===== config.mk =====
export PLATFORM = sky130hd
export DESIGN_NAME = atfc_ram
export DESIGN_NICKNAME = d
export VERILOG_FILES = /design/src/atfc_ram.sv
export SDC_FILE = /design/constraint.sdc
export NUM_CORES = 1
export LEC_CHECK = 0
export BUFFER_PORTS_ARGS = -buffer_cell sky130_fd_sc_hd__buf_2
export CAP_MARGIN = 10
export CORE_MARGIN = 1
export CORE_UTILIZATION = 54
export DETAILED_ROUTE_END_ITERATION = 7
export PLACE_DENSITY = 0.79
export SETUP_SLACK_MARGIN = 0.2
export SLEW_MARGIN = 5
export SYNTH_ARGS = -nofsm -noshare
export SYNTH_HDL_FRONTEND = slang
export SYNTH_SLANG_ARGS = --single-unit

===== constraint.sdc =====
create_clock -name clk_i -period 2 [get_ports clk_i]
set_input_delay 0.6 -clock clk_i [delete_from_list [all_inputs] [get_ports clk_i]]
set_output_delay 0.6 -clock clk_i [all_outputs]
set_load 0.01 [all_outputs]

===== src/atfc_ram.sv =====
// ----------------------------------------------------------------------------
// atfc_ram
// Generic simple dual-port RAM: one write port, one read port, registered read.
// ----------------------------------------------------------------------------
module atfc_ram #(
  parameter int Width = 8,
  parameter int Depth = 16
) (
  input  logic                     clk_i,
  input  logic                     we_i,
  input  logic [$clog2(Depth)-1:0] waddr_i,
  input  logic [Width-1:0]         wdata_i,
  input  logic                     re_i,
  input  logic [$clog2(Depth)-1:0] raddr_i,
  output logic [Width-1:0]         rdata_o
);

  logic [Width-1:0] mem_q [Depth];
  logic [Width-1:0] rdata_q;

  always_ff @(posedge clk_i) begin
    if (we_i) begin
      mem_q[waddr_i] <= wdata_i;
    end
    if (re_i) begin
      rdata_q <= mem_q[raddr_i];
    end
  end

  assign rdata_o = rdata_q;

endmodule


==> results.py, run 1 <==
metrics = {
    "outcome": {
        "outcome": "completed",
    },
    "critical_path": {
        "worstSetupPathDepth": 1,
        "cp_num_buf_inv": 1,
        "cp_max_fo": 1,
        "rr_endpoint": "rdata_o[5]$_DFFE_PP_",
        "worst_setup_path_start_kind": "flip-flop",
        "r2r_start": "mem_q[2][5]$_DFFE_PP_",
        "arrival_ns": 1.10,
        "worstRegToRegCells": 3,
        "required_ns": 1.40,
        "cp_slowest_cell": "edfxtp_1",
        "crit_family": "flip-flops",
        "end_kind": "primary output",
        "path_cells": "buf_2",
        "critPathKind": "reg -> out",
        "reg2reg_slack_ns": 0.49,
        "cp_slowest_stage_delay_ns": 0.42,
    },
    "sta": {
        "grt_setup_unrepaired": "no",
        "finalSetupViolations": 0,
        "maxSlewHeadroom_pct": 47.9,
        "final_max_slew_viol_count": 0,
        "worst_pin_slew_ns": 0.779,
        "fin_skew_ns": 0.00744,
        "hold_viol_final": 0,
        "fmax_mhz": 589,
        "period_minus_slack_ns": 1.70,
        "period_share_pct": 84.9,
        "setup_tns_ns": 0,
    },
    "clock_network": {
        "cts_resized": 0,
        "numCtsBuffers": 17,
        "cts_hold_buf": 0,
        "post_cts_buffers": 0,
        "clock_tree.root_cell": "clkbuf_8",
        "clock_insertion_delay_worst_skew_ns": 0.51,
        "clk_pin_slew_ns": 0.06,
        "tritoncts": "yes",
        "clock_sinks": 136,
        "h-tree-depth": 4,
        "clockBufferDepth": 2,
    },
    "hold_path": {
        "hold_path_depth": 1,
        "hp-start": "wdata_i[4]",
        "min_path_type": "in -> reg",
        "hold_path_end": "mem_q[3][4]$_DFFE_PP_",
    },
    "layout": {
        "layout_commonest_cell": "edfxtp_1",
        "drive_gt1_share_pct": 36.8,
        "n_antenna_cell": 0,
        "nets": 305,
        "final_cell_mix": "edfxtp_1 (136), mux4_2 (31), buf_2 (26)",
        "final_area_um2": 6150,
        "post-route-util_pct": 66.0,
        "syn_to_final_growth_pct": 17.7,
    },
    "detailed_routing": {
        "wl_um": 10100,
        "via_per_inst": 5.90,
        "wl_per_cell_um": 23.7,
        "ant_nets": 0,
        "dr.pass1.iters": 4,
        "vias": 2526,
        "drt_iter0_markers": 208,
        "drcViolationCount": 0,
    },
    "placed_design": {
        "place_area_um2": 5580,
        "dp_hpwl_um": 5920,
        "port_buffers": 26,
        "gp_congestion": 0.754,
    },
    "logic_synthesis": {
        "yosysUniqueCellTypes": 18,
        "syn-num-nets": 248,
        "syn_inst": 229,
        "synth-seq-cells": 136,
        "ys_warn_count": 0,
        "syn_avg_cell_area_um2": 22.8,
        "synth_area_um2": 5230,
        "yosysSeqAreaShare_pct": 78.1,
    },
    "global_routing": {
        "grt_pass1_vias": 2685,
        "grt-ovfl-total": 0,
        "grt_max_degree": 33,
        "grt_antenna_before_repair": 0,
        "grt_use_total_pct": 23.3,
        "grt_first_pass_wirelength_um": 15800,
    },
    "floorplan": {
        "row_count": 35,
        "ios": 27,
        "core_area_um2": 9330,
        "fp.dieArea_um2": 10100,
        "initial_core_util_pct": 56.0,
        "die_w_um": 100,
        "die_h_um": 100,
    },
    "power_and_ir_drop": {
        "ir_drop_mv": 0.548,
        "p_leak_nw": 2.05,
        "powerDensity_nw_per_um2": 1060,
    },
    "job": {
        "drv_cap": 0,
    },
}
[sequential cells by signal (all words and copies together), names as in the netlist]
register and flops:
mem_q 128, rdata_o 8
[kinds of logic after synthesis]
| kind of cell | after synthesis | synth area share (%) |
|---|---|---|
| flip-flops | 136 | 78.1 |
| AND/OR/NAND/NOR | 35 | 3.14 |
| multiplexers | 32 | 14.8 |
| buffers and inverters | 10 | 1.65 |
| AO/OA/AOI/OAI | 16 | 2.30 |
[how the worst max path moves through the flow]
| stage | from | end | slack, ns |
|---|---|---|---|
| after CTS | rdata_o[2]$_DFFE_PP_ | rdata_o[2] | 0.26 |
| after floorplan | waddr_i[2] | mem_q[3][0]$_DFFE_PP_ | 0.13 |
| final | rdata_o[2]$_DFFE_PP_ | rdata_o[2] | 0.30 |
| after detailed placement | raddr_i[0] | rdata_o[2]$_DFFE_PP_ | -0.11 |
| after global routing | rdata_o[2]$_DFFE_PP_ | rdata_o[2] | 0.25 |
| after global placement | raddr_i[0] | rdata_o[5]$_DFFE_PP_ | -0.08 |
[per-layer routing]
metal	vias to the layer above	part of all wire, %	wire, µm	GRT usage [%]
met2	120	50	5020	36.0
met5	-	0	0	0
met4	0	2.7	274	12.9
met1	1301	40	4030	31.0
met3	22	8.0	813	5.29
li1	1083	-	-	-
[layout make-up]
type,count,area (µm²)
Sequential cell,136,4080
Clock buffer,17,414
Fill cell,603,3170
Multi-Input combinational cell,83,1010
Clock inverter,15,160
Tap cell,129,161
Timing Repair Buffer,48,320
[cell usage after synthesis]
cell type | instances | area share [%]
a22oi_1 | 16 | 2.3
and2_1 | 1 | 0.12
and2b_1 | 1 | 0.14
buf_2 | 3 | 0.29
buf_4 | 1 | 0.14
buf_6 | 3 | 0.65
clkdlybuf4s25_2 | 3 | 0.57
edfxtp_1 | 136 | 78
mux4_1 | 14 | 7.0
mux4_2 | 18 | 7.8
nand2_1 | 9 | 0.65
nand2b_1 | 2 | 0.24
nand3_1 | 1 | 0.096
nand3b_1 | 2 | 0.29
nor2_1 | 13 | 0.93
nor2b_1 | 1 | 0.12
nor3_1 | 4 | 0.38
or3b_2 | 1 | 0.17
[report_power, final]
group          total [mW]  internal [mW]  switching, mW
Combinational       0.305          0.132          0.172
Sequential           3.23           3.21         0.0200
Clock                2.99           1.87           1.12
Total                6.53           5.22           1.31
[metrics by stage]
| stage | total power [mW] | hold WS (ns) | worst slack (ns) | std cells |
|---|---|---|---|---|
| floorplan | 3.47 | 0.699 | 0.134 | 229 |
| global placement | 3.58 | 0.736 | -0.0796 | 396 |
| detailed placement | 3.59 | 0.741 | -0.109 | 396 |
| CTS | 6.58 | 0.453 | 0.265 | 428 |
| global route | 6.71 | 0.456 | 0.255 | 428 |
| finish | 6.53 | 0.474 | 0.302 | 428 |
Note: power is estimated with default switching activity, not from simulation.
==> run 2, diff against run 1 <==
ABC_AREA = 1   (was not set)
CORE_UTILIZATION = 60   (was 54)
PLACE_DENSITY = 0.83   (was 0.79)
clock period = 1.7 ns   (was 2 ns; I/O delays follow)
==> run 2 against run 1 <==
Area after synthesis up 12%. Die area grew 0.65%. Clock power is 25% higher. Utilization rose by 7.0 points. Synthesized cell count is 140% higher. Cell area is 11% higher. Largest cell class unchanged. Largest power group unchanged.
==> results.py, run 2 <==
metrics = {
    "sta": {
        "period_minus_slack_ns": 1.60,
        "fin_skew_ns": 0.00697,
        "hold_viol_final": 0,
        "grt_setup_unrepaired": "yes",
        "worst_pin_slew_ns": 0.613,
        "period_share_pct": 94.4,
        "setup_tns_ns": 0,
        "maxSlewHeadroom_pct": 59.1,
        "fin_ws_ns": 0.0953,
        "final_max_slew_viol_count": 0,
        "finalSetupViolations": 0,
        "fmax_mhz": 623,
    },
    "power_and_ir_drop": {
        "pwr-share-clk_pct": 46.6,
        "power_frac_comb_pct": 6.0,
        "p_switching_mw": 1.72,
        "netSwitchingFraction_pct": 21.4,
        "power_frac_seq_pct": 47.4,
        "ir_drop_mv": 1.35,
        "p_int_mw": 6.30,
        "power_mw": 8.01,
        "p_leak_nw": 2.96,
        "powerDensity_nw_per_um2": 1180,
    },
    "layout": {
        "largest_reg_flops": 128,
        "drive_gt1_share_pct": 13.3,
        "layout_commonest_cell": "nand2_1",
        "nets": 616,
        "n_fill_cell": 603,
        "syn_to_final_growth_pct": 16.5,
        "n_antenna_cell": 0,
        "regMostFlops": "mem_q",
        "final_cell_mix": "nand2_1 (173), edfxtp_1 (136), inv_1 (100)",
    },
    "critical_path": {
        "cp_num_buf_inv": 1,
        "crit_family": "flip-flops",
        "cp_max_fo": 1,
        "cp_slowest_stage_delay_ns": 0.41,
        "path_cells": "buf_2",
        "cp_slowest_cell": "edfxtp_1",
        "end_kind": "primary output",
        "critPathKind": "reg -> out",
        "worst_setup_path_start_kind": "flip-flop",
        "reg2reg_slack_ns": 0.48,
        "required_ns": 1.19,
        "arrival_ns": 1.09,
    },
    "floorplan": {
        "fp.dieArea_um2": 10100,
        "die_w_um": 101,
        "die_h_um": 101,
        "core_area_um2": 9330,
        "row_count": 35,
        "ios": 27,
        "initial_core_util_pct": 62.7,
    },
    "clock_network": {
        "clock_tree.root_cell": "clkbuf_8",
        "tritoncts": "yes",
        "h-tree-depth": 4,
        "cts_hold_buf": 0,
        "clock_sinks": 136,
        "clk_pin_slew_ns": 0.06,
        "clock_insertion_delay_worst_skew_ns": 0.53,
        "numCtsBuffers": 17,
        "cts_resized": 0,
        "clockBufferDepth": 2,
    },
    "logic_synthesis": {
        "synth.most_common_cell": "nand2_1",
        "synth_edf_count": 136,
        "ys_warn_count": 0,
        "synth-seq-cells": 136,
        "netlist.area_leader.share_pct": 69.8,
        "synth.area.top_cells": "edfxtp_1 (70%), nand2_1 (11%), nand3_1 (8.3%)",
        "yosysUniqueCellTypes": 11,
        "syn_inst": 551,
        "yosysSeqAreaShare_pct": 69.8,
        "syn-num-nets": 570,
        "synth_common_cells": "nand2_1 (173), edfxtp_1 (136), inv_1 (100)",
        "syn_avg_cell_area_um2": 10.6,
        "synth_area_um2": 5850,
        "async_flop_share_pct": 0,
        "synth.largest_area_cell": "edfxtp_1",
        "synthFlopType": "edfxtp_1",
    },
    "detailed_routing": {
        "wl_um": 13400,
        "vias": 4100,
        "dr.pass1.iters": 5,
        "drcViolationCount": 0,
        "ant_nets": 0,
        "wl_per_cell_um": 18.1,
        "drt_iter0_markers": 354,
        "via_per_inst": 5.55,
    },
    "placed_design": {
        "gp_congestion": 0.838,
        "pre_cts_ws_ns": -0.0539,
        "port_buffers": 26,
        "dp_hpwl_um": 7720,
    },
    "global_routing": {
        "grt_pass1_vias": 4071,
        "grt_use_total_pct": 29.0,
        "grt_max_degree": 42,
        "grt_antenna_before_repair": 0,
        "grt-ovfl-total": 0,
        "grt_first_pass_wirelength_um": 20700,
    },
    "hold_path": {
        "min_path_type": "in -> reg",
    },
    "job": {
        "drv_cap": 0,
    },
    "outcome": {
        "outcome": "completed",
    },
}
## run 2: changes by cell type in the layout (fill, tap and decap cells not counted), moves of 3 or more
cell | previous run | this run
nor2_1 | 13 | 17
mux4_2 | 31 | 0
a22oi_1 | 16 | 0
nand2_1 | 9 | 173
inv_1 | 0 | 100
nor3_1 | 3 | 0
nand3_1 | 1 | 97
## run 2: area by class of cell
cell class / instances / area [µm²] / area share (%)
clock inverters: 13 / 179 / 2.63
multi-input cells: 289 / 1210 / 17.8
well taps: 129 / 161 / 2.37
clock buffers: 19 / 422 / 6.19
flip-flops and latches: 136 / 4080 / 60.0
repair buffers: 51 / 368 / 5.40
inverters: 102 / 383 / 5.62
## run 2: what timing repair did
action / CTS / global route
buffers inserted: 0 / 0
setup endpoints to repair: 8 / 8
pin swaps: 0 / 0
## run 2: logic make-up (layout without fill, tap and decap cells)
family	Yosys count	count (layout)	synth area share [%]
DFF	136	136	69.8
buffers and inverters	126	185	9.39
and+or+nand+nor	289	289	20.8
## run 2: path summary, 6_finish.rpt
kind,startpoint,end,cells past startpoint
worst min register to register,mem_q[10][1]$_DFFE_PP_,rdata_o[1]$_DFFE_PP_,6
worst max register to register,mem_q[6][5]$_DFFE_PP_,rdata_o[5]$_DFFE_PP_,6
worst min-delay path,re_i,rdata_o[1]$_DFFE_PP_,1
worst max-delay path,rdata_o[0]$_DFFE_PP_,rdata_o[0],1
## run 2: power by group through the flow
stage                     clock, mW  sequential [mW]  combinational, mW
after floorplan                   0             3.87              0.265
after global placement            0             3.87              0.453
after CTS                      3.74             3.80              0.479
final                          3.73             3.80              0.483
after detailed placement          0             3.87              0.467
after global routing           3.87             3.80              0.524
## run 2: per-layer routing
layer | GRT usage [%] | share of wire, % | vias up
li1 | - | - | 1873
met5 | 0 | 0 | -
met2 | 46.5 | 48 | 240
met1 | 36.2 | 39 | 1934
met3 | 7.28 | 8.6 | 53
met4 | 16.9 | 4.2 | 0
## run 2: metrics by stage
step / util [%] / std cells / hold slack, ns / area (µm²)
after floorplan: - / 551 / 0.609 / 5850
after global placement: 66.6 / 707 / 0.712 / 6210
after detailed placement: 66.6 / 707 / 0.720 / 6210
after CTS: 73.0 / 739 / 0.327 / 6810
after global routing: 73.0 / 739 / 0.334 / 6810
final: 73.0 / 739 / 0.342 / 6810
==> run 3, diff against run 2 <==
ABC_AREA = not set   (was 1)
==> run 3 against run 2 <==
Clock-buffer cell count shrank 1. Sequential power is essentially flat. Utilization grew 3.8 points. Wire length fell by 17%. Flip-flop and latch count unchanged. Worst setup slack improved by 0.041 ns. Sequential share of layout area is 3.8 points higher. First-iteration DRC count down 19%. Clock power increased by 3%. Combinational power down 8.7%. Via count shrank 36%. Critical path depth unchanged. Largest cell class unchanged.
==> results.py, run 3 (synthesis gave the netlist of run 1 again) <==
metrics = {
    "placed_design": {
        "dp_cells": 376,
        "dp_hpwl_um": 6140,
        "place_area_um2": 5690,
        "port_buffers": 26,
        "pre_cts_ws_ns": -0.389,
        "gp_congestion": 0.729,
    },
    "job": {
        "drv_cap": 0,
    },
    "global_routing": {
        "grt_max_degree": 23,
        "grt_pass1_vias": 2710,
        "grt-ovfl-total": 0,
        "grt_first_pass_wirelength_um": 16600,
        "grt_use_total_pct": 28.3,
        "grt_antenna_before_repair": 0,
    },
    "power_and_ir_drop": {
        "powerDensity_nw_per_um2": 1260,
        "ir_drop_mv": 1.10,
        "power_mw": 8.08,
        "p_leak_nw": 2.15,
    },
    "floorplan": {
        "row_count": 33,
        "ios": 27,
        "fp.dieArea_um2": 9090,
        "initial_core_util_pct": 62.7,
        "die_w_um": 95.3,
        "die_h_um": 95.3,
        "core_area_um2": 8340,
    },
    "critical_path": {
        "crit_family": "flip-flops",
        "arrival_ns": 1.05,
        "critPathKind": "reg -> out",
        "cp_slowest_cell": "edfxtp_1",
        "cp_max_fo": 1,
        "cp_slowest_stage_delay_ns": 0.38,
        "required_ns": 1.19,
        "path_cells": "buf_2",
        "end_kind": "primary output",
        "worst_setup_path_start_kind": "flip-flop",
        "cp_num_buf_inv": 1,
    },
    "outcome": {
        "outcome": "completed",
    },
    "sta": {
        "grt_setup_unrepaired": "yes",
        "fin_ws_ns": 0.136,
        "period_minus_slack_ns": 1.56,
        "fin_skew_ns": 0.00782,
        "hold_viol_final": 0,
        "finalSetupViolations": 0,
        "maxSlewHeadroom_pct": 47.4,
        "worst_pin_slew_ns": 0.787,
        "fmax_mhz": 639,
        "period_share_pct": 92.0,
        "final_max_slew_viol_count": 0,
        "setup_tns_ns": 0,
    },
    "layout": {
        "final_area_um2": 6410,
        "layout.cells.non_filler": 409,
        "largest_reg_flops": 128,
        "n_antenna_cell": 0,
        "nets": 311,
        "regMostFlops": "mem_q",
        "layout_commonest_cell": "edfxtp_1",
        "syn_to_final_growth_pct": 22.6,
        "drive_gt1_share_pct": 42.8,
        "final_cell_mix": "edfxtp_1 (136), mux4_2 (32), buf_2 (25)",
    },
    "detailed_routing": {
        "drt_iter0_markers": 285,
        "drcViolationCount": 0,
        "vias": 2637,
        "wl_um": 11200,
        "dr.pass1.iters": 5,
        "via_per_inst": 6.45,
        "ant_nets": 0,
        "wl_per_cell_um": 27.3,
    },
    "clock_network": {
        "clockBufferDepth": 2,
        "numCtsBuffers": 17,
        "clock_tree.root_cell": "clkbuf_8",
        "tritoncts": "yes",
        "cts_hold_buf": 0,
        "clock_sinks": 136,
        "clock_insertion_delay_worst_skew_ns": 0.53,
        "clk_pin_slew_ns": 0.06,
        "h-tree-depth": 4,
    },
    "hold_path": {
        "min_path_type": "in -> reg",
    },
}
==> run 3: routing by layer <==
metal | GRT usage [%] | wire, µm | vias to the layer above
li1 | - | - | 1099
met1 | 40.5 | 4520 | 1358
met2 | 41.1 | 5470 | 156
met3 | 8.69 | 894 | 24
met4 | 11.6 | 277 | 0
met5 | 0 | 0 | -
==> run 3: what timing repair did <==
action                                  in CTS  in global routing
cloned                                       2                  0
resized for setup                            7                  4
pin swaps                                    1                  1
endpoints found under the setup margin      15                 11
setup buffers                                0                  0
==> run 3: area by class of cell <==
type	instances	area [µm²]
well taps	105	131
clock buffers	18	418
flip-flops and latches	136	4080
fillers	409	1930
clock inverters	13	204
repair buffers	54	479
multi-input cells	83	1090
==> run 3: power breakdown <==
group	switching [mW]	internal, mW	total [mW]
Combinational	0.243	0.198	0.441
Sequential	0.0224	3.78	3.80
Clock	1.33	2.51	3.84
Total	1.59	6.49	8.08
==> run 3: worst reg2reg max path: stages (launching register included) <==
cell      delay (ns)
edfxtp_1        0.39
mux4_2          0.49
a22oi_2         0.30
nand2_1         0.10
==> run 3: final timing paths <==
check,startpoint,to,slack [ns],cells past startpoint
worst max register to register,mem_q[0][0]$_DFFE_PP_,rdata_o[0]$_DFFE_PP_,0.18,3
worst min-delay path,re_i,rdata_o[4]$_DFFE_PP_,0.33,1
worst max-delay path,rdata_o[2]$_DFFE_PP_,rdata_o[2],0.14,1
worst min register to register,mem_q[9][1]$_DFFE_PP_,rdata_o[1]$_DFFE_PP_,0.77,3
==> run 3: per-stage QoR <==
stage	utilization [%]	hold WS [ns]
6_report	76.8	0.333
5_1_grt	76.8	0.325
4_1_cts	76.7	0.327
3_5_place_dp	68.2	0.751
3_3_place_gp	68.2	0.739
2_1_floorplan	-	0.609
